===== config.mk =====
export PLATFORM = sky130hd
export DESIGN_NAME = crc_checked_packet_receiver
export DESIGN_NICKNAME = d
export VERILOG_FILES = /design/src/rtl/crcpr_pkg.sv /design/src/rtl/crc_checked_packet_receiver.sv
export SDC_FILE = /design/constraint.sdc
export NUM_CORES = 2
export LEC_CHECK = 0
export ABC_AREA = 1
export ABC_CLOCK_PERIOD_IN_PS = 18500
export BUFFER_PORTS_ARGS = -buffer_cell sky130_fd_sc_hd__buf_2
export CAP_MARGIN = 20
export CORE_AREA = 2 2 215 429
export DETAILED_ROUTE_END_ITERATION = 12
export DIE_AREA = 0 0 217 431
export PLACE_DENSITY_LB_ADDON = 0.12
export SLEW_MARGIN = 20
export SYNTH_ARGS = -nofsm -noshare
export SYNTH_HDL_FRONTEND = slang
export SYNTH_SLANG_ARGS = --single-unit

===== constraint.sdc =====
create_clock -name clk -period 18.5 [get_ports clk]
set_input_delay 2.775 -clock clk [delete_from_list [all_inputs] [get_ports clk]]
set_output_delay 2.775 -clock clk [all_outputs]
set_load 0.05 [all_outputs]

===== src/rtl/crcpr_pkg.sv =====
package crcpr_pkg;

	// Request codes carried in req_type.
	typedef enum logic [1:0] {
		REQ_RX   = 2'd0,
		REQ_POP  = 2'd1,
		REQ_SEND = 2'd2,
		REQ_NACK = 2'd3
	} req_t;

	// Deframer phase. The fourth code is unused and acts as PH_HEADER.
	typedef enum logic [1:0] {
		PH_HEADER = 2'd0,
		PH_DATA   = 2'd1,
		PH_CHECK  = 2'd2
	} phase_t;

	// Receive event codes.
	localparam logic [2:0] EV_NONE         = 3'd0;
	localparam logic [2:0] EV_STORED       = 3'd1;
	localparam logic [2:0] EV_CRC_BAD      = 3'd2;
	localparam logic [2:0] EV_FULL_DROP    = 3'd3;
	localparam logic [2:0] EV_RETX_SERVED  = 3'd4;
	localparam logic [2:0] EV_UNKNOWN_UTIL = 3'd5;
	localparam logic [2:0] EV_BAD_TYPE     = 3'd6;

	// Configuration register indexes.
	localparam int CFG_IDX_W  = 3;
	localparam int CFG_DATA_W = 8;
	localparam logic [CFG_IDX_W-1:0] CFG_CRC_POLY     = 3'd0;
	localparam logic [CFG_IDX_W-1:0] CFG_CRC_INIT     = 3'd1;
	localparam logic [CFG_IDX_W-1:0] CFG_NORMAL_TYPE  = 3'd2;
	localparam logic [CFG_IDX_W-1:0] CFG_UTILITY_TYPE = 3'd3;
	localparam logic [CFG_IDX_W-1:0] CFG_RETX_CODE    = 3'd4;
	localparam logic [CFG_IDX_W-1:0] CFG_NACK_CODE    = 3'd5;

	// Configuration reset values.
	localparam logic [7:0] CRC_POLY_RST     = 8'h07;
	localparam logic [7:0] CRC_INIT_RST     = 8'h00;
	localparam logic [1:0] NORMAL_TYPE_RST  = 2'd1;
	localparam logic [1:0] UTILITY_TYPE_RST = 2'd2;
	localparam logic [7:0] RETX_CODE_RST    = 8'h01;
	localparam logic [7:0] NACK_CODE_RST    = 8'h02;

	// Packet format.
	localparam int         MAX_PAYLOAD_BYTES = 6;
	localparam int         PAYLOAD_W         = 8 * MAX_PAYLOAD_BYTES;
	localparam int         BC_W              = 3;
	localparam logic [7:0] RETX_HEADER       = 8'h06;
	localparam logic [7:0] UTIL_HDR_BASE     = 8'h04;
	localparam logic [7:0] FILL_BYTE         = 8'hFF;

	// One packet as held in the receive FIFO and the last-sent register.
	typedef struct packed {
		logic [7:0]           check;
		logic [PAYLOAD_W-1:0] payload;
		logic [7:0]           header;
	} pkt_t;

	typedef struct packed {
		logic [1:0]           req_type;
		logic [7:0]           rx_byte;
		logic [7:0]           send_header;
		logic [PAYLOAD_W-1:0] send_payload;
		logic [7:0]           send_check;
	} in_item_t;

	typedef struct packed {
		logic                 tx_valid;
		logic [7:0]           tx_header;
		logic [PAYLOAD_W-1:0] tx_payload;
		logic [7:0]           tx_check;
		logic                 pop_valid;
		logic [7:0]           pop_header;
		logic [PAYLOAD_W-1:0] pop_payload;
		logic [7:0]           pop_check;
		logic [2:0]           rx_event;
		logic [3:0]           packets_waiting;
		logic                 fifo_full;
	} out_item_t;

	// CRC-8 over one byte, MSB first, no reflection.
	function automatic logic [7:0] crc8_byte(input logic [7:0] crc, input logic [7:0] data,
		input logic [7:0] poly);
		logic [7:0] c;
		c = crc ^ data;
		for (int k = 0; k < 8; k++) begin
			c = c[7] ? ((c << 1) ^ poly) : (c << 1);
		end
		return c;
	endfunction

endpackage


===== src/rtl/crc_checked_packet_receiver.sv =====
// A transaction accepted at the input is registered into stage 1, and its result is
// registered into the output register when stage 1 advances.
// Throughput: one transaction per cycle while in_stall is low; the per-byte CRC update
// and the FIFO access both fit between the stage 1 register and the output register.
// Reset: control state and configuration return to their defaults, then the utility
// packet CRCs are rebuilt with in_stall high (also after any configuration write). The
// FIFO memory itself is not cleared.
module crc_checked_packet_receiver import crcpr_pkg::*; #(
	parameter int PAYLOAD_BYTES = 6,
	parameter int BUF_DEPTH     = 8
) (
	input  logic                  clk,
	input  logic                  arst_n,
	input  logic                  cfg_we,
	input  logic [CFG_IDX_W-1:0]  cfg_index,
	input  logic [CFG_DATA_W-1:0] cfg_wdata,
	input  logic                  in_valid,
	output logic                  in_stall,
	input  in_item_t              in_data,
	output logic                  out_valid,
	input  logic                  out_stall,
	output out_item_t             out_data
);

	localparam int PTR_W = $clog2(BUF_DEPTH);
	localparam int CNT_W = $clog2(BUF_DEPTH + 1);
	localparam logic [PTR_W-1:0] PTR_LAST = PTR_W'(BUF_DEPTH - 1);
	localparam logic [CNT_W-1:0] FILL_MAX = CNT_W'(BUF_DEPTH);
	localparam logic [BC_W-1:0]  LAST_BC  = BC_W'(PAYLOAD_BYTES);

	// Configuration registers.
	logic [7:0] crc_poly_q, crc_init_q, retx_code_q, nack_code_q;
	logic [1:0] normal_type_q, utility_type_q;

	// Utility packet CRC precompute.
	logic            pre_busy_q;
	logic [BC_W-1:0] pre_step_q;
	logic [7:0]      retx_crc_q, nack_crc_q;
	logic [7:0]      pre_retx_base, pre_nack_base, pre_retx_byte, pre_nack_byte;
	logic [7:0]      util_header;

	// Stage 1 and output register.
	logic      valid_s1, s1_go, in_fire;
	in_item_t  item_s1;
	logic      out_valid_q;
	out_item_t out_data_q;

	// Deframer and FIFO state.
	phase_t               phase_q, phase_d;
	logic [BC_W-1:0]      bc_q, bc_d, bc_inc;
	logic                 data_last;
	logic [7:0]           asm_header_q, asm_header_d;
	logic [PAYLOAD_W-1:0] asm_payload_q, asm_payload_d;
	logic [7:0]           run_crc_q, run_crc_d;
	logic [PTR_W-1:0]     wr_ptr_q, rd_ptr_q, rd_next;
	logic [CNT_W-1:0]     fill_q, fill_d;
	pkt_t                 last_sent_q;

	// FIFO memory with registered head read and write-to-head bypass.
	pkt_t fifo_mem [BUF_DEPTH];
	pkt_t head_q, head_byp_q, head;
	logic head_byp_sel_q;

	// Per-item decisions.
	logic      push, pop, emit, push_en, pop_en, retx_match;
	pkt_t      emit_pkt, push_pkt, retx_pkt, nack_pkt, send_pkt;
	logic [2:0] rx_ev;
	out_item_t res;

	function automatic logic [PAYLOAD_W-1:0] util_payload(input logic [7:0] code);
		logic [PAYLOAD_W-1:0] p;
		p = '0;
		p[7:0] = code;
		for (int i = 1; i < MAX_PAYLOAD_BYTES; i++) begin
			if (i < PAYLOAD_BYTES) begin
				p[8*i +: 8] = FILL_BYTE;
			end
		end
		return p;
	endfunction

	function automatic logic [PTR_W-1:0] ptr_inc(input logic [PTR_W-1:0] p);
		return (p == PTR_LAST) ? '0 : p + PTR_W'(1);
	endfunction

	// Configuration writes.
	always_ff @(posedge clk or negedge arst_n) begin
		if (!arst_n) begin
			crc_poly_q     <= CRC_POLY_RST;
			crc_init_q     <= CRC_INIT_RST;
			normal_type_q  <= NORMAL_TYPE_RST;
			utility_type_q <= UTILITY_TYPE_RST;
			retx_code_q    <= RETX_CODE_RST;
			nack_code_q    <= NACK_CODE_RST;
		end else if (cfg_we) begin
			unique case (cfg_index)
				CFG_CRC_POLY:     crc_poly_q     <= cfg_wdata;
				CFG_CRC_INIT:     crc_init_q     <= cfg_wdata;
				CFG_NORMAL_TYPE:  normal_type_q  <= cfg_wdata[1:0];
				CFG_UTILITY_TYPE: utility_type_q <= cfg_wdata[1:0];
				CFG_RETX_CODE:    retx_code_q    <= cfg_wdata;
				CFG_NACK_CODE:    nack_code_q    <= cfg_wdata;
				default: ;
			endcase
		end
	end

	assign util_header = UTIL_HDR_BASE | {6'd0, utility_type_q};

	// Byte fed to the precompute chains: header, then code, then fill bytes.
	always_comb begin
		pre_retx_base = retx_crc_q;
		pre_nack_base = nack_crc_q;
		pre_retx_byte = FILL_BYTE;
		pre_nack_byte = FILL_BYTE;
		if (pre_step_q == '0) begin
			pre_retx_base = crc_init_q;
			pre_nack_base = crc_init_q;
			pre_retx_byte = util_header;
			pre_nack_byte = util_header;
		end else if (pre_step_q == BC_W'(1)) begin
			pre_retx_byte = retx_code_q;
			pre_nack_byte = nack_code_q;
		end
	end

	// Precompute sequencer, restarted by reset and by every configuration write.
	always_ff @(posedge clk or negedge arst_n) begin
		if (!arst_n) begin
			pre_busy_q <= 1'b1;
			pre_step_q <= '0;
		end else if (cfg_we) begin
			pre_busy_q <= 1'b1;
			pre_step_q <= '0;
		end else if (pre_busy_q) begin
			pre_step_q <= pre_step_q + BC_W'(1);
			if (pre_step_q == LAST_BC) begin
				pre_busy_q <= 1'b0;
			end
		end
	end

	always_ff @(posedge clk) begin
		if (pre_busy_q) begin
			retx_crc_q <= crc8_byte(pre_retx_base, pre_retx_byte, crc_poly_q);
			nack_crc_q <= crc8_byte(pre_nack_base, pre_nack_byte, crc_poly_q);
		end
	end

	// Handshake: stage 1 advances whenever the output register is free or being emptied.
	assign s1_go    = valid_s1 && (!out_valid_q || !out_stall);
	assign in_stall = pre_busy_q || (valid_s1 && !s1_go);
	assign in_fire  = in_valid && !in_stall;

	always_ff @(posedge clk or negedge arst_n) begin
		if (!arst_n) begin
			valid_s1 <= 1'b0;
		end else begin
			valid_s1 <= in_fire || (valid_s1 && !s1_go);
		end
	end

	always_ff @(posedge clk) begin
		if (in_fire) begin
			item_s1 <= in_data;
		end
	end

	// Generated and host packets.
	always_comb begin
		retx_pkt.header  = util_header;
		retx_pkt.payload = util_payload(retx_code_q);
		retx_pkt.check   = retx_crc_q;
		nack_pkt.header  = util_header;
		nack_pkt.payload = util_payload(nack_code_q);
		nack_pkt.check   = nack_crc_q;
		send_pkt.header  = item_s1.send_header;
		send_pkt.payload = item_s1.send_payload;
		send_pkt.check   = item_s1.send_check;
		push_pkt.header  = asm_header_q;
		push_pkt.payload = asm_payload_q;
		push_pkt.check   = item_s1.rx_byte;
	end

	// Retransmit request match: fixed header, retx code, then fill bytes.
	always_comb begin
		retx_match = (asm_header_q == RETX_HEADER) && (asm_payload_q[7:0] == retx_code_q);
		for (int i = 1; i < MAX_PAYLOAD_BYTES; i++) begin
			if (i < PAYLOAD_BYTES && asm_payload_q[8*i +: 8] != FILL_BYTE) begin
				retx_match = 1'b0;
			end
		end
	end

	assign bc_inc    = bc_q + BC_W'(1);
	assign data_last = (bc_inc >= LAST_BC);

	// Deframer next phase.
	always_comb begin
		phase_d = phase_q;
		if (s1_go && item_s1.req_type == REQ_RX) begin
			unique case (phase_q)
				PH_DATA:  phase_d = data_last ? PH_CHECK : PH_DATA;
				PH_CHECK: phase_d = PH_HEADER;
				default:  phase_d = PH_DATA;
			endcase
		end
	end

	// Per-item work: assembly, CRC, check decision, FIFO and transmit selection.
	always_comb begin
		bc_d          = bc_q;
		asm_header_d  = asm_header_q;
		asm_payload_d = asm_payload_q;
		run_crc_d     = run_crc_q;
		push          = 1'b0;
		pop           = 1'b0;
		emit          = 1'b0;
		emit_pkt      = '0;
		rx_ev         = EV_NONE;
		case (item_s1.req_type)
			REQ_RX: begin
				unique case (phase_q)
					PH_DATA: begin
						for (int i = 0; i < MAX_PAYLOAD_BYTES; i++) begin
							if (i < PAYLOAD_BYTES && bc_q == BC_W'(i)) begin
								asm_payload_d[8*i +: 8] = item_s1.rx_byte;
							end
						end
						run_crc_d = crc8_byte(run_crc_q, item_s1.rx_byte, crc_poly_q);
						bc_d      = data_last ? '0 : bc_inc;
					end
					PH_CHECK: begin
						run_crc_d = crc_init_q;
						if (run_crc_q != item_s1.rx_byte) begin
							emit     = 1'b1;
							emit_pkt = retx_pkt;
							rx_ev    = EV_CRC_BAD;
						end else if (asm_header_q[1:0] == normal_type_q) begin
							if (fill_q == FILL_MAX) begin
								rx_ev = EV_FULL_DROP;
							end else begin
								push  = 1'b1;
								rx_ev = EV_STORED;
							end
						end else if (asm_header_q[1:0] == utility_type_q) begin
							if (retx_match) begin
								emit     = 1'b1;
								emit_pkt = last_sent_q;
								rx_ev    = EV_RETX_SERVED;
							end else begin
								rx_ev = EV_UNKNOWN_UTIL;
							end
						end else begin
							rx_ev = EV_BAD_TYPE;
						end
					end
					default: begin
						asm_header_d  = item_s1.rx_byte;
						asm_payload_d = '0;
						bc_d          = '0;
						run_crc_d     = crc8_byte(crc_init_q, item_s1.rx_byte, crc_poly_q);
					end
				endcase
			end
			REQ_POP: begin
				pop = (fill_q != '0);
			end
			REQ_SEND: begin
				emit     = 1'b1;
				emit_pkt = send_pkt;
			end
			REQ_NACK: begin
				emit     = 1'b1;
				emit_pkt = nack_pkt;
			end
			default: ;
		endcase
	end

	assign push_en = s1_go && push;
	assign pop_en  = s1_go && pop;
	assign rd_next = pop_en ? ptr_inc(rd_ptr_q) : rd_ptr_q;
	assign head    = head_byp_sel_q ? head_byp_q : head_q;

	// FIFO fill after this item.
	always_comb begin
		fill_d = fill_q;
		if (push_en) begin
			fill_d = fill_q + CNT_W'(1);
		end else if (pop_en) begin
			fill_d = fill_q - CNT_W'(1);
		end
	end

	// Result assembly.
	always_comb begin
		res                 = '0;
		res.tx_valid        = emit;
		res.tx_header       = emit_pkt.header;
		res.tx_payload      = emit_pkt.payload;
		res.tx_check        = emit_pkt.check;
		res.pop_valid       = pop;
		if (pop) begin
			res.pop_header  = head.header;
			res.pop_payload = head.payload;
			res.pop_check   = head.check;
		end
		res.rx_event        = rx_ev;
		res.packets_waiting = 4'(fill_d);
		res.fifo_full       = (fill_d == FILL_MAX);
	end

	// Control state.
	always_ff @(posedge clk or negedge arst_n) begin
		if (!arst_n) begin
			phase_q        <= PH_HEADER;
			bc_q           <= '0;
			asm_header_q   <= '0;
			asm_payload_q  <= '0;
			run_crc_q      <= CRC_INIT_RST;
			wr_ptr_q       <= '0;
			rd_ptr_q       <= '0;
			fill_q         <= '0;
			last_sent_q    <= '0;
			head_byp_sel_q <= 1'b0;
		end else begin
			head_byp_sel_q <= push_en && (wr_ptr_q == rd_next);
			if (s1_go) begin
				phase_q       <= phase_d;
				bc_q          <= bc_d;
				asm_header_q  <= asm_header_d;
				asm_payload_q <= asm_payload_d;
				run_crc_q     <= run_crc_d;
				fill_q        <= fill_d;
				rd_ptr_q      <= rd_next;
				if (push) begin
					wr_ptr_q <= ptr_inc(wr_ptr_q);
				end
				if (emit) begin
					last_sent_q <= emit_pkt;
				end
			end
		end
	end

	// FIFO memory: one write port, one registered read of the next head entry.
	always_ff @(posedge clk) begin
		if (push_en) begin
			fifo_mem[wr_ptr_q] <= push_pkt;
		end
		head_q     <= fifo_mem[rd_next];
		head_byp_q <= push_pkt;
	end

	// Output register.
	always_ff @(posedge clk or negedge arst_n) begin
		if (!arst_n) begin
			out_valid_q <= 1'b0;
		end else if (s1_go) begin
			out_valid_q <= 1'b1;
		end else if (!out_stall) begin
			out_valid_q <= 1'b0;
		end
	end

	always_ff @(posedge clk) begin
		if (s1_go) begin
			out_data_q <= res;
		end
	end

	assign out_valid = out_valid_q;
	assign out_data  = out_data_q;

endmodule


* Word-level counts from Yosys, hierarchy flattened
Memory sizes are Yosys's and may differ from the RTL's. A register that Yosys moved wholly into a read port is not among the register bits. Cells that the tools add are included.
Word-level totals: memories 1, output and inout port bits 140, memory bits (writable) 512, word-level logic and storage cells 273, memory bits (read-only) 0, latch bits 0, input bits 90, flip-flop bits (word level) 478
Memory list:
- fifo_mem | depth 8, bits a word 64, read ports 1, clocked after memory_dff 1, write ports 1, RTL line crc_checked_packet_receiver.sv:60 | pkt_t fifo_mem [BUF_DEPTH];
Operators by class: multiplexer cells 93, equality and inequality tests 39, divide/modulo/power cells 0, shift-type cells 0, $add $sub $neg 6, order comparisons 1, bitwise gates (word level) 39, multiply operators 0, reductions and logical operators 43
Operators by type and width (number):
- $mux 64 | 6
- $mux 8 | 44
- $xor 8x8->8 | 36
- $pmux 64 s3 | 1
- $pmux 48 s2 | 1
- $ne 8x8->1 const B | 5
- $mux 1 | 24
- $mux 3 | 8
- $reduce_and 4->1 | 6
- $reduce_and 2->1 | 11
- $eq 3x3->1 const B | 7
- $pmux 8 s2 | 1
- $add 3x1->3 const B | 4
- $eq 3x2->1 const B | 4
- $ne 2x2->1 const B | 6
- $eq 3x1->1 const B | 3
- $logic_not 3->1 | 3
- $eq 4x4->1 const B | 2
- $eq 8x3->1 const B | 1
- $eq 8x8->1 | 1
- $logic_and 1x1->1 | 8
- $mux 4 | 2
- $ne 8x8->1 | 1
- $eq 2x2->1 const B | 3
- 20 further kinds | 33

* Depth between registers and ports, before layout
depth in word-level cells 20, mapped depth 36, mapped depth without buffers 35

* Worst setup path after synthesis
No wires, ideal clock.
path type input -> register, from in out_stall, to mem fifo_mem[5][0] (netlist name), enable pin, stages 7, arrival 8.046 ns, path buffers 0, required time 17.935 ns, library setup time 0.565 ns, slack 9.889 ns, cells stage by stage nand2_1 nand2_1 nor3_2 inv_1 nor2_1 inv_1 nor3_1
Between the ends: longest elaborated chain between the ends 6
Ends and longest elaborated chain:
- start: declaration | RTL line crc_checked_packet_receiver.sv:21 | input logic out_stall,
- $logic_not 1->1
- $logic_or 1x1->1 | RTL line crc_checked_packet_receiver.sv:151 | assign s1_go = valid_s1 && (!out_valid_q || !out_stall);
- $logic_and 1x1->1 | RTL line crc_checked_packet_receiver.sv:151
- $logic_and 1x1->1 | RTL line crc_checked_packet_receiver.sv:281 | assign push_en = s1_go && push;
- $mux 1 | RTL line crc_checked_packet_receiver.sv:349 | if (push_en) begin
- $mux 1 (not written as such) | RTL line crc_checked_packet_receiver.sv:350 | fifo_mem[wr_ptr_q] <= push_pkt;
- end: declaration | RTL line crc_checked_packet_receiver.sv:60
Every way passes these cells.

* Worst setup path in the final report
from in out_stall, to out in_stall
Between the ends: longest elaborated chain between the ends 6
Ends and longest elaborated chain:
- $logic_not 1->1
- $logic_or 1x1->1 | RTL line crc_checked_packet_receiver.sv:151
- $logic_and 1x1->1 | RTL line crc_checked_packet_receiver.sv:151
- $logic_not 1->1 | RTL line crc_checked_packet_receiver.sv:152 | assign in_stall = pre_busy_q || (valid_s1 && !s1_go);
- $logic_and 1x1->1 | RTL line crc_checked_packet_receiver.sv:152
- $logic_or 1x1->1 | RTL line crc_checked_packet_receiver.sv:152
- end: declaration | RTL line crc_checked_packet_receiver.sv:18 | output logic in_stall,
Every way passes these cells.

==> results.json <==
{
  "overflow": 0,
  "use_met2_pct": 47.45,
  "groute.usage.overall_pct": 25.98,
  "slowest_stage": "buf_2",
  "max_stage_delay_ns": 0.33,
  "postSynthCellCount": 4284,
  "n_antenna_cell": 0,
  "synthArstFlopShare_pct": 17.65,
  "ant_nets": 0,
  "finalCritPeriodShare_pct": 34.16,
  "die_w_um": 217,
  "post-synth-top-count-cell": "nand2_1",
  "slew_headroom_pct": 28.29,
  "rr_startpoint": "item_s1[71]",
  "gp_congestion": 0.8941,
  "drt_pass1_iterations": 5,
  "cts_resized": 0,
  "p_per_area_mw_per_mm2": 132.7,
  "areaGrowthSynthToFinish_pct": 12.12,
  "yosysSeqAreaShare_pct": 65.70,
  "yosysUniqueCellTypes": 52,
  "clock_sink_count": 1054,
  "clockBufferDepth": 3,
  "drive_gt1_share_pct": 13.84,
  "ff2ff_setup_slack_ns": 12.93,
  "dieArea_sq_mm": 0.09353,
  "grt_util_met1_pct": 29.28,
  "drc": 0,
  "synthFlopType": "edfxtp_1",
  "dp_slack_ns": 11.63,
  "viasPerCell": 5.520,
  "crit_type": "in -> out",
  "crit_arrival_ns": 3.54,
  "syn_nets": 4391,
  "row_count": 156,
  "cp_max_fo": 4,
  "synth_top_area_share_pct": 49.58,
  "drt_iter0_markers": 2326,
  "hp-class": "reg -> reg",
  "port_buffers": 229,
  "die_y_um": 431,
  "grt_max_degree": 115,
  "hold_start": "last_sent_q[8]",
  "end_kind": "primary output",
  "syn_avg_cell_area_sq_um": 10.46,
  "finalClockSkew_ns": 0.04097,
  "grt_busiest_layer": "met2",
  "setup_viol": 0,
  "maxCapViolCount": 0,
  "tightestPinTransition_ns": 1.076,
  "cts_tree": "built",
  "utilization_pct": 55.73,
  "synth_edf_count": 740,
  "start_kind": "primary input",
  "post_cts_buffers": 0,
  "worst_skew_pair.late_latency_ns": 0.69,
  "p_seq_share_pct": 42.1,
  "power_frac_clock_pct": 30.2,
  "p_sw_share_pct": 33.93,
  "p_leak_uw": 0.01966,
  "ctsHoldBuffers": 0,
  "syn_area_sq_mm": 0.04482,
  "crit_chain": "buf_2 -> nand2_1 -> o21bai_1 -> buf_2",
  "ios": 230,
  "cts_max_level": 3,
  "hpwl_um": 74640,
  "antenna_found_initial": 5,
  "outcome": "completed",
  "root_buffer": "clkbuf_16",
  "stdcell_count": 5695,
  "synth_top_area_cell": "edfxtp_1",
  "tns_ns": 0,
  "hold_viol_final": 0,
  "post-route-min-period_ns": 6.319,
  "slew_viol_final": 0,
  "n_fill_cell": 7820,
  "path_common_cell": "buf_2",
  "initial_core_util_pct": 49.71,
  "power_frac_comb_pct": 27.6,
  "cts_buffers": 90,
  "rsz0062_at_grt": "no",
  "met3_usage_pct": 4.337,
  "vias": 31440,
  "synth_area_leaders": "edfxtp_1 (50%), dfrtp_1 (9.9%), nand2_1 (7.6%)",
  "synth_commonest_cells": "nand2_1 (906), edfxtp_1 (740), nor2_1 (529)",
  "drt_wl_total_um": 121500,
  "max_freq_ghz": 0.1583,
  "core_sq_mm": 0.09018,
  "grt_pass1_vias": 30400,
  "p_sw_uw": 2263,
  "grt_first_pass_wirelength_um": 183500,
  "clkTransAtPathRegs_ns": 0.06,
  "finalNetCount": 4539,
  "wire_per_inst_um": 21.33,
  "ys_warn_count": 0,
  "irDropWorstVdd_uv": 74.69,
  "crit_required_ns": 15.73,
  "place.detailed.instances": 5524,
  "ys_ff_latch": 1054,
  "startpoint": "out_stall",
  "intPower_uw": 4405,
  "setup_slack_ns": 12.18
}
## power by group through the flow
stage / clock [uW] / sequential [uW] / combinational, uW
6_report: 2020 / 2810 / 1840
5_1_grt: 2130 / 2820 / 2070
4_1_cts: 2050 / 2810 / 1840
3_5_place_dp: 0 / 2860 / 1840
3_3_place_gp: 0 / 2860 / 1800
2_1_floorplan: 0 / 2800 / 1440
## worst max-delay path, delay by kind of cell
| family | cells | cell delay [ns] |
|---|---|---|
| AO/OA/AOI/OAI | 1 | 0.27 |
| buffers and inverters | 2 | 0.41 |
| AND/OR/NAND/NOR | 1 | 0.09 |
## state kept, by name (all words and copies together) (netlist names), 8 cells and up
register	cells
out_data	138
crc_init_q	8
last_sent_q	64
nack_crc_q	8
run_crc_q	8
retx_crc_q	8
fifo_mem	512
head_byp_q	64
retx_code_q	8
nack_code_q	8
crc_poly_q	8
asm_payload_q	48
head_q	64
asm_header_q	8
item_s1	74
## placed cells by master (no fill, tap or decap), types with 9 or more instances in the layout
cell,n
nand3_1,212
buf_2,228
nand2_1,903
o21ai_0,406
buf_4,60
clkbuf_8,12
o211ai_1,79
edfxtp_1,740
xnor2_1,61
nand3_2,18
ha_1,17
xor2_1,68
nand2_4,9
clkinv_2,18
a21oi_1,112
bufinv_16,13
nor2_1,528
inv_1,218
nand2_2,26
dfrtp_1,176
inv_2,14
clkbuf_16,91
o22ai_1,68
or2_2,67
nor3_2,11
dfxtp_1,128
a31oi_1,65
o21ai_1,18
clkbuf_1,18
nand4_1,25
## final cells by class
class	count	area [sq um]	area share, %
Timing Repair Buffer	290	1617	3.217
Inverter	241	925.9	1.842
Sequential cell	1054	29450	58.60
Clock inverter	50	681.9	1.357
Clock buffer	120	2496	4.967
Tap cell	1185	1483	2.950
Multi-Input combinational cell	2755	13600	27.06
## worst paths after layout
path	depth (start not counted)	endpoint
worst max-delay path	4	in_stall
worst min register to register	2	last_sent_q[8]
max in group asynchronous	2	head_byp_sel_q
worst max register to register	14	fifo_mem[5][60]
worst min-delay path	2	last_sent_q[8]
min in group asynchronous	1	last_sent_q[41]
## logic make-up (layout without fill, tap and decap cells)
family                   count (synthesis)  after routing  share of synthesized area [%]
AO/OA/AOI/OAI                          776            776                          9.667
XOR/XNOR                               131            131                          2.593
adder cells (fa/ha/maj)                 17             17                         0.4745
buffers and inverters                  475            701                          4.221
flip-flops                            1054           1054                          65.70
AND/OR/NAND/NOR                       1831           1831                          17.35
## layer usage
layer | routed length, um | part of all wire [%]
met4 | 5682 | 4.7
met5 | 67 | 0.055
met3 | 6369 | 5.2
met1 | 44860 | 37
met2 | 64500 | 53
## per-stage QoR
stage               hold slack (ns)  cell area [sq um]  power (uW)
global placement             0.4621              47060        4662
CTS                          0.4831              50240        6707
global route                 0.4959              50250        7025
finish                       0.4811              50250        6668
floorplan                    0.4494              44820        4238
detailed placement           0.4656              47060        4696
No activity file was read; power rests on OpenSTA's default activity.
